File: config.mk
export PLATFORM = sky130hd
export DESIGN_NAME = servo_chain_pulse_sequencer
export DESIGN_NICKNAME = d
export VERILOG_FILES = /design/src/sv/scps_pkg.sv /design/src/sv/scps_csr.sv /design/src/sv/scps_len_mem.sv /design/src/sv/scps_seq.sv /design/src/sv/servo_chain_pulse_sequencer.sv
export SDC_FILE = /design/constraint.sdc
export NUM_CORES = 1
export LEC_CHECK = 0
export BUFFER_PORTS_ARGS = -buffer_cell sky130_fd_sc_hd__buf_2
export CORE_ASPECT_RATIO = 0.5
export CORE_MARGIN = 3
export CORE_UTILIZATION = 45
export DETAILED_ROUTE_END_ITERATION = 10
export PLACE_DENSITY_LB_ADDON = 0.05
export SKIP_CTS_REPAIR_TIMING = 1
export SYNTH_ARGS = -nofsm -noshare
export SYNTH_HDL_FRONTEND = slang
export SYNTH_SLANG_ARGS = --single-unit
export TNS_END_PERCENT = 50
File: constraint.sdc
create_clock -name clock -period 6.06 [get_ports clock]
set_input_delay 1.212 -clock clock [delete_from_list [all_inputs] [get_ports clock]]
set_output_delay 1.212 -clock clock [all_outputs]
set_load 0.1 [all_outputs]
File: src/sv/scps_pkg.sv
// shared types, constants and helpers for the servo chain pulse sequencer
// no dependencies
`timescale 1ns / 1ps

package scps_pkg;

   localparam int CHAN_W  = 3;
   localparam int WIDTH_W = 16;
   localparam int ACT_W   = 2;
   localparam int ADDR_W  = 5;
   localparam int DATA_W  = 32;
   localparam int ARITH_W = 20;

   typedef logic signed [ARITH_W-1:0] arith_type;

   // request operation codes
   localparam logic OP_TIMER = 1'b0;
   localparam logic OP_SET   = 1'b1;

   // pin action codes
   localparam logic [ACT_W-1:0] ACT_NONE = 2'd0;
   localparam logic [ACT_W-1:0] ACT_HIGH = 2'd1;
   localparam logic [ACT_W-1:0] ACT_LOW  = 2'd2;

   // register indexes, byte address is four times the index
   localparam logic [2:0] REG_MIN_WIDTH  = 3'd0;
   localparam logic [2:0] REG_MAX_WIDTH  = 3'd1;
   localparam logic [2:0] REG_SLOT_TIME  = 3'd2;
   localparam logic [2:0] REG_BOUND_MASK = 3'd3;
   localparam logic [2:0] REG_PULSES_ON  = 3'd4;
   localparam logic [2:0] REG_FINE_MODE  = 3'd5;

   localparam arith_type PULSE_CORR = 20'sd9;
   localparam arith_type MIN_TIMER  = 20'sd4;
   localparam arith_type SAT_MAX    = 20'sd65535;

   typedef struct packed {
      logic [WIDTH_W-1:0] min_width;
      logic [WIDTH_W-1:0] max_width;
      logic [WIDTH_W-1:0] slot_time;
      logic [7:0]         bound_mask;
      logic               pulses_on;
      logic               fine_mode;
   } cfg_type;

   typedef struct packed {
      logic               en;
      logic [CHAN_W-1:0]  addr;
      logic [WIDTH_W-1:0] data;
   } len_wr_type;

   function automatic logic [WIDTH_W-1:0] sat16(input arith_type v);
      logic [WIDTH_W-1:0] r;
      if (v < 0) begin
         r = '0;
      end else if (v > SAT_MAX) begin
         r = '1;
      end else begin
         r = v[WIDTH_W-1:0];
      end
      return r;
   endfunction

endpackage

File: src/sv/scps_csr.sv
// configuration register file with apb-style access
// depends on scps_pkg
`timescale 1ns / 1ps

module scps_csr
   import scps_pkg::*;
(
   input  logic              clock,
   input  logic              reset,
   input  logic              psel,
   input  logic              penable,
   input  logic              pwrite,
   input  logic [ADDR_W-1:0] paddr,
   input  logic [DATA_W-1:0] pwdata,
   output logic [DATA_W-1:0] prdata,
   output logic              pready,
   output cfg_type           cfg
);

   cfg_type    cfg_ff;
   logic [2:0] reg_idx;
   logic       wr_en;

   assign reg_idx = paddr[4:2];
   assign wr_en   = psel && penable && pwrite;
   assign pready  = 1'b1;
   assign cfg     = cfg_ff;

   always_ff @(posedge clock) begin
      if (reset) begin
         cfg_ff.min_width  <= 16'd1000;
         cfg_ff.max_width  <= 16'd2000;
         cfg_ff.slot_time  <= 16'd2500;
         cfg_ff.bound_mask <= 8'd0;
         cfg_ff.pulses_on  <= 1'b0;
         cfg_ff.fine_mode  <= 1'b1;
      end else if (wr_en) begin
         case (reg_idx)
            REG_MIN_WIDTH:  cfg_ff.min_width  <= pwdata[WIDTH_W-1:0];
            REG_MAX_WIDTH:  cfg_ff.max_width  <= pwdata[WIDTH_W-1:0];
            REG_SLOT_TIME:  cfg_ff.slot_time  <= pwdata[WIDTH_W-1:0];
            REG_BOUND_MASK: cfg_ff.bound_mask <= pwdata[7:0];
            REG_PULSES_ON:  cfg_ff.pulses_on  <= pwdata[0];
            REG_FINE_MODE:  cfg_ff.fine_mode  <= pwdata[0];
            default: ;
         endcase
      end
   end

   always_comb begin
      case (reg_idx)
         REG_MIN_WIDTH:  prdata = DATA_W'(cfg_ff.min_width);
         REG_MAX_WIDTH:  prdata = DATA_W'(cfg_ff.max_width);
         REG_SLOT_TIME:  prdata = DATA_W'(cfg_ff.slot_time);
         REG_BOUND_MASK: prdata = DATA_W'(cfg_ff.bound_mask);
         REG_PULSES_ON:  prdata = DATA_W'(cfg_ff.pulses_on);
         REG_FINE_MODE:  prdata = DATA_W'(cfg_ff.fine_mode);
         default:        prdata = '0;
      endcase
   end

endmodule

File: src/sv/scps_len_mem.sv
// pulse length memory, one entry per channel, registered read with write bypass
// depends on scps_pkg
`timescale 1ns / 1ps

module scps_len_mem
   import scps_pkg::*;
#(
   parameter int NUM_CHANNELS = 8
) (
   input  logic               clock,
   input  logic               reset,
   input  logic               rd_en,
   input  logic [CHAN_W-1:0]  rd_chan,
   input  len_wr_type         wr,
   output logic [WIDTH_W-1:0] rd_len
);

   localparam int AW    = (NUM_CHANNELS > 1) ? $clog2(NUM_CHANNELS) : 1;
   localparam int DEPTH = 1 << AW;

   logic [WIDTH_W-1:0] mem_ff [DEPTH];
   logic [DEPTH-1:0]   vld_ff;
   logic [WIDTH_W-1:0] rd_data_ff;
   logic               rd_vld_ff;
   logic               byp_ff;
   logic [WIDTH_W-1:0] byp_data_ff;

   // entries never written read back as zero
   always_ff @(posedge clock) begin
      if (reset) begin
         vld_ff <= '0;
      end else if (wr.en) begin
         vld_ff[wr.addr[AW-1:0]] <= 1'b1;
      end
   end

   always_ff @(posedge clock) begin
      if (wr.en) begin
         mem_ff[wr.addr[AW-1:0]] <= wr.data;
      end
      if (rd_en) begin
         rd_data_ff  <= mem_ff[rd_chan[AW-1:0]];
         rd_vld_ff   <= vld_ff[rd_chan[AW-1:0]];
         // write landing on the entry being read in the same cycle
         byp_ff      <= wr.en && (wr.addr[AW-1:0] == rd_chan[AW-1:0]);
         byp_data_ff <= wr.data;
      end
   end

   assign rd_len = byp_ff ? byp_data_ff : (rd_vld_ff ? rd_data_ff : '0);

endmodule

File: src/sv/scps_seq.sv
// phase machine, request stage and result register of the pulse sequencer
// depends on scps_pkg; reads and writes the length memory through ports
`timescale 1ns / 1ps

module scps_seq
   import scps_pkg::*;
#(
   parameter int NUM_CHANNELS = 8
) (
   input  logic               clock,
   input  logic               reset,
   input  cfg_type            cfg,
   input  logic               req_valid,
   output logic               req_stall,
   input  logic               req_operation,
   input  logic [CHAN_W-1:0]  req_chan_sel,
   input  logic [WIDTH_W-1:0] req_width_us,
   output logic               rd_en,
   output logic [CHAN_W-1:0]  rd_chan,
   input  logic [WIDTH_W-1:0] rd_len,
   output len_wr_type         wr,
   output logic               rsp_valid,
   input  logic               rsp_stall,
   output logic [ACT_W-1:0]   rsp_pin_action,
   output logic [CHAN_W-1:0]  rsp_pin_channel,
   output logic               rsp_load_valid,
   output logic [WIDTH_W-1:0] rsp_timer_load
);

   typedef enum logic [1:0] {
      PH_PULSE_BASE  = 2'd0,
      PH_PULSE_EXT   = 2'd1,
      PH_PULSE_PAUSE = 2'd2,
      PH_PAUSE_BASE  = 2'd3
   } phase_type;

   phase_type          phase_ff, phase_in;
   logic [CHAN_W-1:0]  chan_ff, chan_in, chan_adv;
   logic [WIDTH_W-1:0] pause_ff, pause_in;

   logic               s1_valid_ff;
   logic               s1_op_ff;
   logic [CHAN_W-1:0]  s1_sel_ff;
   logic [WIDTH_W-1:0] s1_w_ff;

   logic               rsp_valid_ff;
   logic [ACT_W-1:0]   act_ff, act_in;
   logic [CHAN_W-1:0]  pch_ff, pch_in;
   logic               lvld_ff, lvld_in;
   logic [WIDTH_W-1:0] load_ff, load_in;

   logic               s1_adv, accept, bound;
   logic [WIDTH_W-1:0] w_cl;
   arith_type          mn_s, len_s, slot_s, w_s;
   len_wr_type         wr_c;

   assign s1_adv    = s1_valid_ff && (!rsp_valid_ff || !rsp_stall);
   assign req_stall = s1_valid_ff && !s1_adv;
   assign accept    = req_valid && !req_stall;

   assign chan_adv = (chan_ff == CHAN_W'(NUM_CHANNELS - 1)) ? '0 : chan_ff + 3'd1;
   assign bound    = cfg.bound_mask[chan_ff];

   assign w_cl = (s1_w_ff < cfg.min_width) ? cfg.min_width :
                 ((s1_w_ff > cfg.max_width) ? cfg.max_width : s1_w_ff);

   assign mn_s   = ARITH_W'(cfg.min_width);
   assign len_s  = ARITH_W'(rd_len);
   assign slot_s = ARITH_W'(cfg.slot_time) - PULSE_CORR;
   assign w_s    = ARITH_W'(w_cl);

   // the next request reads the length of the channel that is active once
   // the request now in the stage has been retired
   assign rd_en   = accept;
   assign rd_chan = s1_adv ? chan_in : chan_ff;

   always_comb begin
      act_in   = ACT_NONE;
      pch_in   = '0;
      lvld_in  = 1'b0;
      load_in  = '0;
      phase_in = phase_ff;
      chan_in  = chan_ff;
      pause_in = pause_ff;
      wr_c     = '0;
      if (s1_op_ff == OP_SET) begin
         wr_c.en   = ({1'b0, s1_sel_ff} < (CHAN_W + 1)'(NUM_CHANNELS));
         wr_c.addr = s1_sel_ff;
         wr_c.data = cfg.fine_mode ? sat16((w_s - PULSE_CORR) <<< 1)
                                   : sat16((w_s - mn_s) >>> 2);
      end else begin
         lvld_in = 1'b1;
         if (cfg.fine_mode) begin
            if (phase_ff == PH_PULSE_PAUSE) begin
               if (bound) begin
                  act_in = ACT_LOW;
                  pch_in = chan_ff;
               end
               phase_in = PH_PULSE_BASE;
               chan_in  = chan_adv;
               load_in  = pause_ff;
            end else begin
               phase_in = PH_PULSE_PAUSE;
               if (bound) begin
                  if (cfg.pulses_on) begin
                     act_in = ACT_HIGH;
                     pch_in = chan_ff;
                  end
                  pause_in = sat16((slot_s <<< 1) - len_s);
                  load_in  = rd_len;
               end else begin
                  pause_in = sat16(slot_s);
                  load_in  = sat16(slot_s);
               end
            end
         end else begin
            case (phase_ff)
               PH_PULSE_BASE: begin
                  phase_in = PH_PULSE_EXT;
                  if (bound && cfg.pulses_on) begin
                     act_in = ACT_HIGH;
                     pch_in = chan_ff;
                  end
                  load_in = sat16(((mn_s - PULSE_CORR) >>> 2) - MIN_TIMER);
               end
               PH_PULSE_EXT: begin
                  phase_in = PH_PULSE_PAUSE;
                  if (bound) begin
                     pause_in = sat16((mn_s >>> 2) - len_s + MIN_TIMER);
                     load_in  = sat16(len_s + MIN_TIMER);
                  end else begin
                     pause_in = sat16((mn_s >>> 3) + MIN_TIMER);
                     load_in  = sat16((mn_s >>> 3) + MIN_TIMER);
                  end
               end
               PH_PULSE_PAUSE: begin
                  if (bound) begin
                     act_in = ACT_LOW;
                     pch_in = chan_ff;
                  end
                  phase_in = PH_PAUSE_BASE;
                  chan_in  = chan_adv;
                  load_in  = pause_ff;
               end
               default: begin
                  phase_in = PH_PULSE_BASE;
                  load_in  = sat16(((mn_s - (PULSE_CORR <<< 1)) >>> 3) - MIN_TIMER);
               end
            endcase
         end
      end
   end

   always_comb begin
      wr    = wr_c;
      wr.en = wr_c.en && s1_adv;
   end

   always_ff @(posedge clock) begin
      if (reset) begin
         phase_ff     <= PH_PULSE_BASE;
         chan_ff      <= '0;
         pause_ff     <= '0;
         s1_valid_ff  <= 1'b0;
         rsp_valid_ff <= 1'b0;
      end else begin
         if (s1_adv) begin
            phase_ff <= phase_in;
            chan_ff  <= chan_in;
            pause_ff <= pause_in;
         end
         if (accept) begin
            s1_valid_ff <= 1'b1;
         end else if (s1_adv) begin
            s1_valid_ff <= 1'b0;
         end
         if (s1_adv) begin
            rsp_valid_ff <= 1'b1;
         end else if (!rsp_stall) begin
            rsp_valid_ff <= 1'b0;
         end
      end
      if (accept) begin
         s1_op_ff  <= req_operation;
         s1_sel_ff <= req_chan_sel;
         s1_w_ff   <= req_width_us;
      end
      if (s1_adv) begin
         act_ff  <= act_in;
         pch_ff  <= pch_in;
         lvld_ff <= lvld_in;
         load_ff <= load_in;
      end
   end

   assign rsp_valid       = rsp_valid_ff;
   assign rsp_pin_action  = act_ff;
   assign rsp_pin_channel = pch_ff;
   assign rsp_load_valid  = lvld_ff;
   assign rsp_timer_load  = load_ff;

endmodule

File: src/sv/servo_chain_pulse_sequencer.sv
// top level of the servo chain pulse sequencer
// depends on scps_pkg, scps_csr, scps_len_mem and scps_seq
`timescale 1ns / 1ps

// Usage
// The req channel takes one request per cycle while req_stall is low:
// operation 1 (set value) stores a pulse length from the clamped width for
// req_chan_sel, operation 0 (timer expired) steps the phase machine of the
// active channel. Every request gives exactly one result on the rsp channel:
// pin action, its channel, and the next timer load. A request accepted at a
// clock edge sits in the request stage while the length memory read launched
// at that same edge completes; the result register then loads it and puts the
// result on the rsp ports. Throughput is one request per cycle, back to back,
// while rsp_stall is low; a set value writing the entry that the next request
// reads at the same edge is served by a bypass.
// While rsp_stall is high the result register holds and one more request waits
// in the read stage; req_stall rises only when both are full. Registers must
// be written through the apb port only while no request is in flight; the block
// does not enforce it. Reset (synchronous) restores register defaults, returns
// the phase machine to pulse base on channel 0, clears the pause length and
// marks every stored pulse length as zero at once; no clearing pass is needed.

module servo_chain_pulse_sequencer
   import scps_pkg::*;
#(
   parameter int NUM_CHANNELS = 8
) (
   input  logic               clock,
   input  logic               reset,
   input  logic               psel,
   input  logic               penable,
   input  logic               pwrite,
   input  logic [ADDR_W-1:0]  paddr,
   input  logic [DATA_W-1:0]  pwdata,
   output logic [DATA_W-1:0]  prdata,
   output logic               pready,
   input  logic               req_valid,
   output logic               req_stall,
   input  logic               req_operation,
   input  logic [CHAN_W-1:0]  req_chan_sel,
   input  logic [WIDTH_W-1:0] req_width_us,
   output logic               rsp_valid,
   input  logic               rsp_stall,
   output logic [ACT_W-1:0]   rsp_pin_action,
   output logic [CHAN_W-1:0]  rsp_pin_channel,
   output logic               rsp_load_valid,
   output logic [WIDTH_W-1:0] rsp_timer_load
);

   cfg_type            cfg;
   logic               rd_en;
   logic [CHAN_W-1:0]  rd_chan;
   logic [WIDTH_W-1:0] rd_len;
   len_wr_type         wr;

   scps_csr u_csr (
      .clock   (clock),
      .reset   (reset),
      .psel    (psel),
      .penable (penable),
      .pwrite  (pwrite),
      .paddr   (paddr),
      .pwdata  (pwdata),
      .prdata  (prdata),
      .pready  (pready),
      .cfg     (cfg)
   );

   scps_len_mem #(
      .NUM_CHANNELS (NUM_CHANNELS)
   ) u_len_mem (
      .clock   (clock),
      .reset   (reset),
      .rd_en   (rd_en),
      .rd_chan (rd_chan),
      .wr      (wr),
      .rd_len  (rd_len)
   );

   scps_seq #(
      .NUM_CHANNELS (NUM_CHANNELS)
   ) u_seq (
      .clock           (clock),
      .reset           (reset),
      .cfg             (cfg),
      .req_valid       (req_valid),
      .req_stall       (req_stall),
      .req_operation   (req_operation),
      .req_chan_sel    (req_chan_sel),
      .req_width_us    (req_width_us),
      .rd_en           (rd_en),
      .rd_chan         (rd_chan),
      .rd_len          (rd_len),
      .wr              (wr),
      .rsp_valid       (rsp_valid),
      .rsp_stall       (rsp_stall),
      .rsp_pin_action  (rsp_pin_action),
      .rsp_pin_channel (rsp_pin_channel),
      .rsp_load_valid  (rsp_load_valid),
      .rsp_timer_load  (rsp_timer_load)
   );

endmodule

==> results.toml, run 1 <==
[detailed_routing]
via_count = 16183
first_iter_violations = 1745
ant_nets = 0
wl_per_cell_um = 24.87
vias_per_cell = 6.137
firstDrtPassIters = 6
drc = 0
wl_um = 65580

[run_status]
status = "finished clean"

[timing]
slew_headroom_pct = 20.70
clock.fmax_mhz = 185.3
fin_tns_setup_ns = 0
fin_ws_ns = 0.6638
period_share_pct = 89.05
finalClockSkew_ns = 0.03509
min_period_ns = 5.396
setup_violations = 0
tightest_slew_ns = 1.189
final_max_slew_viol_count = 0
grt_setup_unrepaired = "false"
hold_violations = 0

[logic_synthesis]
syn_area_um2 = 19200
synth-main-ff-cell = "edfxtp_1"
syn-mean-instance-area_um2 = 9.816
synth_cell_types = 109
syn_inst = 1956
ys_warn_count = 0
seq_area_frac_synth_pct = 41.18
synth_edf_count = 204
synth_seq_cells = 293
ys_async_sr_fraction_pct = 0

[floorplanning]
initial_core_util_pct = 46.55
core_area_um2 = 41250
die_h_um = 152.1
die_width_um = 298.1
ios = 121
rows = 52
die_area_um2 = 45330

[global_routing]
grt.overflow.total = 0
antenna_found_initial = 0
grt_pass1_wl_um = 97260
grt_pass1_vias = 14982
grtUsageTotal_pct = 27.99
grt_max_degree = 73

[cts]
cts_max_level = 1
cts_made_buffers = 28
clk_pin_slew_ns = 0.07
root_buffer = "clkbuf_16"
cts_tree = "built"
clockBufferDepth = 3
cts_sinks = 293
clk_latency_ns = 0.60

[setup_path]
required_ns = 6.51
crit_fanout = 13
ff2ff_setup_slack_ns = 0.66
critPathCaptureType = "register"
cp-start-kind = "register"
arrival_ns = 5.84
rr_startpoint = "u_csr.cfg[39]$_SDFFE_PP0P_"
rr_worst_depth = 20
r2r-end = "u_len_mem.byp_data_ff[7]$_DFFE_PP_"
critical_path_class = "reg -> reg"

[pwr]
leakage_nw = 8.006
power_w = 0.005194
power_density_nw_per_um2 = 241.4
ir_drop_mv = 0.2213

[place]
dp_slack_ns = 0.7414
io_buffers = 85
dpl.cell_count = 2583
place_congestion = 0.9615
place_hpwl_um = 47700

[final_layout]
area_delta_synth_final_pct = 12.04
final_util_pct = 52.15
n_fill_cell = 3888
drive_gt1_share_pct = 16.73
num-nets-final = 2207
fin_cells = 2637

[flow_run]
drv_cap = 0

[min_path]
min_to = "u_len_mem.vld_ff[2]$_SDFFE_PP0P_"
holdPathStages = 2
hold_class = "reg -> reg"
min_from = "u_len_mem.vld_ff[2]$_SDFFE_PP0P_"
metrics by stage:
stage / hold slack, ns / cell area (um2)
2_1_floorplan: 0.4262 / 19260
3_3_place_gp: 0.4404 / 20490
3_5_place_dp: 0.4486 / 20490
4_1_cts: 0.4608 / 21510
5_1_grt: 0.4922 / 21510
6_report: 0.4671 / 21510
how the worst max path moves through the flow:
stage | from | end | slack [ns] | depth (start not counted)
2_1_floorplan | u_csr.cfg[51]$_SDFFE_PP1P_ | u_len_mem.byp_data_ff[7]$_DFFE_PP_ | 0.88 | 20
3_3_place_gp | u_csr.cfg[39]$_SDFFE_PP0P_ | u_len_mem.mem_ff[7][7]$_DFFE_PP_ | 0.68 | 21
3_5_place_dp | u_csr.cfg[39]$_SDFFE_PP0P_ | u_len_mem.mem_ff[3][0]$_DFFE_PP_ | 0.74 | 18
4_1_cts | u_csr.cfg[39]$_SDFFE_PP0P_ | u_len_mem.byp_data_ff[7]$_DFFE_PP_ | 0.74 | 21
5_1_grt | u_csr.cfg[35]$_SDFFE_PP1P_ | u_len_mem.byp_data_ff[7]$_DFFE_PP_ | 0.29 | 21
6_report | u_csr.cfg[39]$_SDFFE_PP0P_ | u_len_mem.byp_data_ff[7]$_DFFE_PP_ | 0.66 | 20
worst max-delay path, cell delays in order, from the launching register on:
cell,delay (ns)
dfxtp_1,0.37
inv_1,0.11
ha_1,0.31
nand4_1,0.14
nor2_1,0.24
nand3_1,0.15
or4_1,0.59
nand2_2,0.30
a21oi_1,0.11
o21ai_0,0.60
ha_1,0.24
inv_1,0.08
or3_1,0.40
nor3_1,0.18
and3_1,0.25
o21ai_1,0.12
a211oi_1,0.31
buf_4,0.21
inv_1,0.07
o32ai_1,0.27
buf_4,0.22
power by group:
group	switching [W]	internal, W
sequential	0.0000323	0.00222
clock	0.000846	0.00110
combinational	0.000683	0.000313
cells in the mapped netlist (8+ instances only):
master	count	share of area (%)
nand2_1	209	4.1
edfxtp_1	204	32
nor2_1	162	3.2
a21oi_1	137	3.6
ha_1	95	6.2
dfxtp_1	89	9.3
o21ai_0	83	2.2
inv_1	81	1.6
xnor2_1	75	3.4
clkbuf_1	73	1.4
nand3_1	63	1.6
nor3_1	44	1.1
mux4_2	43	5.0
xor2_1	36	1.6
o211ai_1	30	1.2
mux2i_1	26	1.4
a31oi_1	24	0.78
nor4_1	24	0.78
a22oi_1	23	0.90
buf_4	23	0.90
a221oi_1	21	0.96
and3_1	21	0.68
mux2_2	21	1.2
a211oi_1	20	0.78
a21o_1	20	0.78
nor2b_1	19	0.62
nand4_1	18	0.59
buf_2	15	0.39
o22ai_1	15	0.49
nand2b_1	14	0.46
or3_1	14	0.46
a22o_1	11	0.50
and2_1	11	0.36
o21a_1	11	0.43
o21ai_1	11	0.29
buf_1	9	0.18
o21bai_1	8	0.31
flip-flops by register name, indices dropped and copies added (netlist names), 2 cells and up:
register	cells
u_len_mem.mem_ff	128
u_csr.cfg	58
u_len_mem.byp_data_ff	16
u_len_mem.rd_data_ff	16
u_seq.pause_ff	16
u_seq.rsp_timer_load	16
u_seq.s1_w_ff	16
u_len_mem.vld_ff	8
u_seq.chan_ff	3
u_seq.rsp_pin_channel	3
u_seq.s1_sel_ff	3
u_seq.phase_ff	2
u_seq.rsp_pin_action	2
routing by layer:
layer / up-vias / GRT usage [%] / routed length [um]
met5: - / 0 / 0
met4: 0 / 7.619 / 2031
met3: 121 / 4.392 / 4564
met2: 647 / 43.63 / 29090
met1: 7917 / 40.55 / 29900
li1: 7498 / - / -
cells by family after synthesis:
family | count (synthesis) | share of synthesized area [%]
multiplexers | 90 | 7.631
XOR/XNOR | 113 | 5.291
adder cells (fa/ha/maj) | 98 | 6.451
AND/OR/NAND/NOR | 643 | 16.10
buffers and inverters | 208 | 4.737
other | 2 | 0.03911
flip-flops | 293 | 41.18
AO/OA/AOI/OAI | 509 | 18.57
cell usage in the layout, fill, tap and decap left out, drive strengths merged, types with 26 or more instances in the layout:
cell / count
nand2: 210
edfxtp: 204
buf: 167
nor2: 162
a21oi: 142
ha: 95
o21ai: 94
dfxtp: 89
inv: 87
xnor2: 75
nand3: 64
nor3: 49
mux4: 43
xor2: 38
o211ai: 31
clkbuf: 31
mux2i: 26
layout make-up:
type	instances	area (um2)	share of cell area, %
diodes	2	5.005	0.02326
clock buffers	31	723.2	3.362
clock inverters	21	296.5	1.378
inverters	86	322.8	1.501
multi-input cells	1470	10510	48.84
flip-flops and latches	293	7909	36.76
well taps	567	709.4	3.298
repair buffers	167	1041	4.839
Power figures use the tool's default switching activity.
==> run 2: changes to the inputs <==
clock period = 6.1 ns   (was 6.06 ns; I/O delays follow)
==> results.toml, run 2 (synthesis gave the netlist of run 1 again) <==
[run_status]
status = "finished clean"

[setup_path]
rr_startpoint = "u_seq.s1_w_ff[9]$_DFFE_PP_"
cp-start-kind = "register"
critical_path_class = "reg -> reg"
crit_fanout = 11
arrival_ns = 5.94
setup.worst_path.end = "u_len_mem.mem_ff[7][11]$_DFFE_PP_"
r2r-end = "u_len_mem.mem_ff[7][11]$_DFFE_PP_"
rr_worst_depth = 18
slowest_stage = "o2111a_1"
required_ns = 6.46
crit_chain = "ha_1 > a21oi_1 > nor3_1 > nor3_1 > o2111a_1 > buf_4 > nor3_1 > a21oi_1 > o21ai_0 > ha_1 > nand3_1 > or3_1 > nor3_1 > and3_1 > o21ai_1 > a211oi_1 > buf_4 > a32o_1"
ff2ff_setup_slack_ns = 0.52
max_stage_delay_ns = 0.59
cpMostUsedCell = "nor3_1"
critPathLaunch = "u_seq.s1_w_ff[9]$_DFFE_PP_"
critPathCaptureType = "register"

[timing]
timing.hold.ws_ns = 0.4665
slew_headroom_pct = 17.45
grt_setup_unrepaired = "false"
setup_violations = 0
fin_tns_setup_ns = 0
tightest_slew_ns = 1.237
clock.fmax_mhz = 179.2
final_max_slew_viol_count = 0
period_share_pct = 91.48
finalClockSkew_ns = 0.03123
hold_violations = 0
min_period_ns = 5.580

[flow_run]
drv_cap = 0

[detailed_routing]
wl_um = 64850
firstDrtPassIters = 6
first_iter_violations = 1706
ant_nets = 0
wl_per_cell_um = 24.59
vias_per_cell = 6.156
via_count = 16234
drc = 0

[floorplanning]
ios = 121
die_width_um = 298.1
die_area_um2 = 45330
initial_core_util_pct = 46.55
core_area_um2 = 41250
rows = 52
die_h_um = 152.1

[global_routing]
grtUsageTotal_pct = 27.76
antenna_found_initial = 0
grt_pass1_vias = 15076
grt.overflow.total = 0
grt_max_degree = 72
grt_pass1_wl_um = 96340

[final_layout]
final_common_cell = "nand2_1"
drive_gt1_share_pct = 16.34
num-nets-final = 2207
final_util_pct = 52.04
area_delta_synth_final_pct = 11.80
largest_register_ffs = 128
n_fill_cell = 3872
most-common-layout-cells = "209 x nand2_1, 204 x edfxtp_1, 162 x nor2_1"

[cts]
clk_latency_ns = 0.60
cts_tree = "built"
cts_sinks = 293
clk_pin_slew_ns = 0.06
clockBufferDepth = 3
root_buffer = "clkbuf_16"
cts_max_level = 1
cts_made_buffers = 28

[place]
io_buffers = 85
place_hpwl_um = 47530
place_congestion = 0.9494

[pwr]
power_density_nw_per_um2 = 237.8
ir_drop_mv = 0.2324
leakage_nw = 7.983

[min_path]
hold_class = "reg -> reg"
## run 2: cell type report
| cell class | instances | area (um2) | share of cell area [%] |
|---|---|---|---|
| inverters | 86 | 322.8 | 1.504 |
| clock inverters | 13 | 168.9 | 0.7869 |
| clock buffers | 39 | 804.5 | 3.748 |
| flip-flops and latches | 293 | 7909 | 36.84 |
| diodes | 2 | 5.005 | 0.02331 |
| well taps | 567 | 709.4 | 3.305 |
| repair buffers | 167 | 1041 | 4.849 |
| multi-input cells | 1470 | 10510 | 48.94 |
## run 2: report_power, final
group          internal [W]  switching, W  leakage (nW)  total, W
clock               0.00106      0.000813         0.479   0.00187
sequential          0.00221     0.0000312          2.64   0.00224
combinational      0.000315      0.000681          4.87  0.000996
total               0.00358       0.00153          7.98   0.00511
## run 2: critical path, delay by kind of cell, from the launching register on
family	cells	cell delay (ns)
buf+inv	2	0.53
flops	1	0.49
fa+ha+maj	2	0.82
simple gates	7	1.37
compound gates	7	2.15
## run 2: layer usage
metal  track usage (%)  vias up  wire (um)
met4             8.483        0       2134
met3             4.748      132       4862
met5                 0        -          0
met1             39.74     7976      29090
li1                  -     7491          -
met2             43.12      635      28760
## run 2: through the flow
stage / setup WS, ns / cells / power [W] / cell area [um2]
after global routing: 0.1191 / 2635 / 0.005302 / 21460
after global placement: 0.7438 / 2583 / 0.003260 / 20490
after floorplan: 0.9240 / 1971 / 0.002984 / 19260
after CTS: 0.6291 / 2635 / 0.005128 / 21460
after detailed placement: 0.6173 / 2583 / 0.003261 / 20490
final: 0.5200 / 2637 / 0.005105 / 21470
## run 2: worst min-delay path by stage
stage / cells after the start / slack [ns] / from / endpoint
2_1_floorplan: 2 / 0.43 / u_seq.pause_ff[8]$_SDFFE_PP0P_ / u_seq.pause_ff[8]$_SDFFE_PP0P_
3_3_place_gp: 2 / 0.44 / u_seq.pause_ff[8]$_SDFFE_PP0P_ / u_seq.pause_ff[8]$_SDFFE_PP0P_
3_5_place_dp: 2 / 0.46 / u_seq.pause_ff[8]$_SDFFE_PP0P_ / u_seq.pause_ff[8]$_SDFFE_PP0P_
4_1_cts: 2 / 0.47 / u_seq.pause_ff[8]$_SDFFE_PP0P_ / u_seq.pause_ff[8]$_SDFFE_PP0P_
5_1_grt: 2 / 0.49 / u_len_mem.vld_ff[0]$_SDFFE_PP0P_ / u_len_mem.vld_ff[0]$_SDFFE_PP0P_
6_report: 2 / 0.47 / u_len_mem.vld_ff[3]$_SDFFE_PP0P_ / u_len_mem.vld_ff[3]$_SDFFE_PP0P_
==> run 3: changes to the inputs <==
CORE_MARGIN = not set   (was 3)
PLACE_DENSITY = 0.61   (was not set)
PLACE_DENSITY_LB_ADDON = not set   (was 0.05)
==> results.toml, run 3 (synthesis gave the netlist of run 1 again) <==
[timing]
final_max_slew_viol_count = 0
min_period_ns = 5.577
setup_violations = 0
grt_setup_unrepaired = "false"
hold_violations = 0
tightest_slew_ns = 1.175
fin_tns_setup_ns = 0
period_share_pct = 91.42
clock.fmax_mhz = 179.3
finalClockSkew_ns = 0.02367
slew_headroom_pct = 21.67

[setup_path]
cp-start-kind = "register"
arrival_ns = 5.84
required_ns = 6.36
critPathCaptureType = "register"
crit_fanout = 15
ff2ff_setup_slack_ns = 0.52
critical_path_class = "reg -> reg"

[pwr]
leakage_nw = 7.912
power_density_nw_per_um2 = 229.2
ir_drop_mv = 0.2272

[final_layout]
n_fill_cell = 3872
final_common_cell = "nand2_1"
final_util_pct = 50.78
insertedDiodeCount = 0
largest_register_ffs = 128
num-nets-final = 2205
drive_gt1_share_pct = 16.21
area_delta_synth_final_pct = 11.18
most-common-layout-cells = "209 x nand2_1, 204 x edfxtp_1, 162 x nor2_1"

[global_routing]
grt_pass1_vias = 14801
use_met1_pct = 39.91
grtUsageTotal_pct = 28.34
met2_usage_pct = 44.46
grt_max_degree = 73
antenna_found_initial = 0
grt_busiest_layer = "met2"
grt_pass1_wl_um = 93120
grt.overflow.total = 0
grtUsageMet3_pct = 5.066

[floorplanning]
die_width_um = 294.1
ios = 121
die_h_um = 148.1
initial_core_util_pct = 45.67
core_area_um2 = 42040
die_area_um2 = 43550
rows = 53

[cts]
cts_tree = "built"
root_buffer = "clkbuf_16"
cts_sinks = 293
clk_pin_slew_ns = 0.07
cts_made_buffers = 28
cts_max_level = 1
clk_latency_ns = 0.60
clockBufferDepth = 3

[detailed_routing]
first_iter_violations = 1869
wl_per_cell_um = 23.57
drc = 0
wl_um = 62300
firstDrtPassIters = 8
vias_per_cell = 6.078
via_count = 16064
ant_nets = 0

[min_path]
hold_class = "reg -> reg"

[place]
place_congestion = 0.9964
place_hpwl_um = 45650
io_buffers = 85

[flow_run]
drv_cap = 0

[run_status]
status = "finished clean"
==> run 3: layout make-up <==
type	instances	area, um2	share of cell area (%)
multi-input combinational	1470	10510	49.21
timing repair buffer	165	1026	4.806
clock buffer	33	729.5	3.417
sequential	293	7908	37.04
clock inverter	19	133.9	0.6271
inverter	86	322.8	1.512
tap	577	721.9	3.382
==> run 3: where the power goes <==
group	switching (W)	internal [W]
sequential	0.0000303	0.00221
clock	0.000805	0.000866
combinational	0.000669	0.000312
total	0.00150	0.00339
==> run 3: worst paths after layout <==
kind,from,to,cells past startpoint
min,u_seq.pause_ff[8]$_SDFFE_PP0P_,u_seq.pause_ff[8]$_SDFFE_PP0P_,2
min reg2reg,u_seq.pause_ff[8]$_SDFFE_PP0P_,u_seq.pause_ff[8]$_SDFFE_PP0P_,2
max reg2reg,u_csr.cfg[35]$_SDFFE_PP1P_,u_len_mem.mem_ff[1][1]$_DFFE_PP_,19
max,u_csr.cfg[35]$_SDFFE_PP1P_,u_len_mem.mem_ff[1][1]$_DFFE_PP_,19
==> run 3: metal layers <==
metal	up-vias	share of wire, %
met3	139	8.5
li1	7473	-
met4	0	3.3
met5	-	0
met2	684	45
met1	7768	44
==> run 3: worst max-delay path, cell delays in order, from the launching register on <==
cell      delay, ns
dfxtp_1        0.41
inv_1          0.12
ha_1           0.36
a21oi_1        0.16
nor3_1         0.06
nor3_1         0.33
o2111a_1       0.65
buf_4          0.26
nor3_1         0.06
a21oi_1        0.13
o21ai_0        0.18
ha_1           0.41
nand3_1        0.11
or3_1          0.38
nor3_1         0.18
and3_1         0.25
o21ai_1        0.10
a211oi_1       0.27
inv_1          0.12
o22ai_1        0.72
==> run 3: stage by stage <==
stage	setup slack [ns]	instance area, um2	instances	total power (W)	hold WS [ns]
floorplan	0.9240	19260	1971	0.002984	0.4262
global placement	0.6234	20480	2591	0.003238	0.4394
detailed placement	0.5926	20480	2591	0.003241	0.4463
CTS	0.5731	21350	2643	0.004909	0.4540
global route	0.1846	21350	2643	0.005069	0.4655
finish	0.5233	21350	2643	0.004892	0.4567
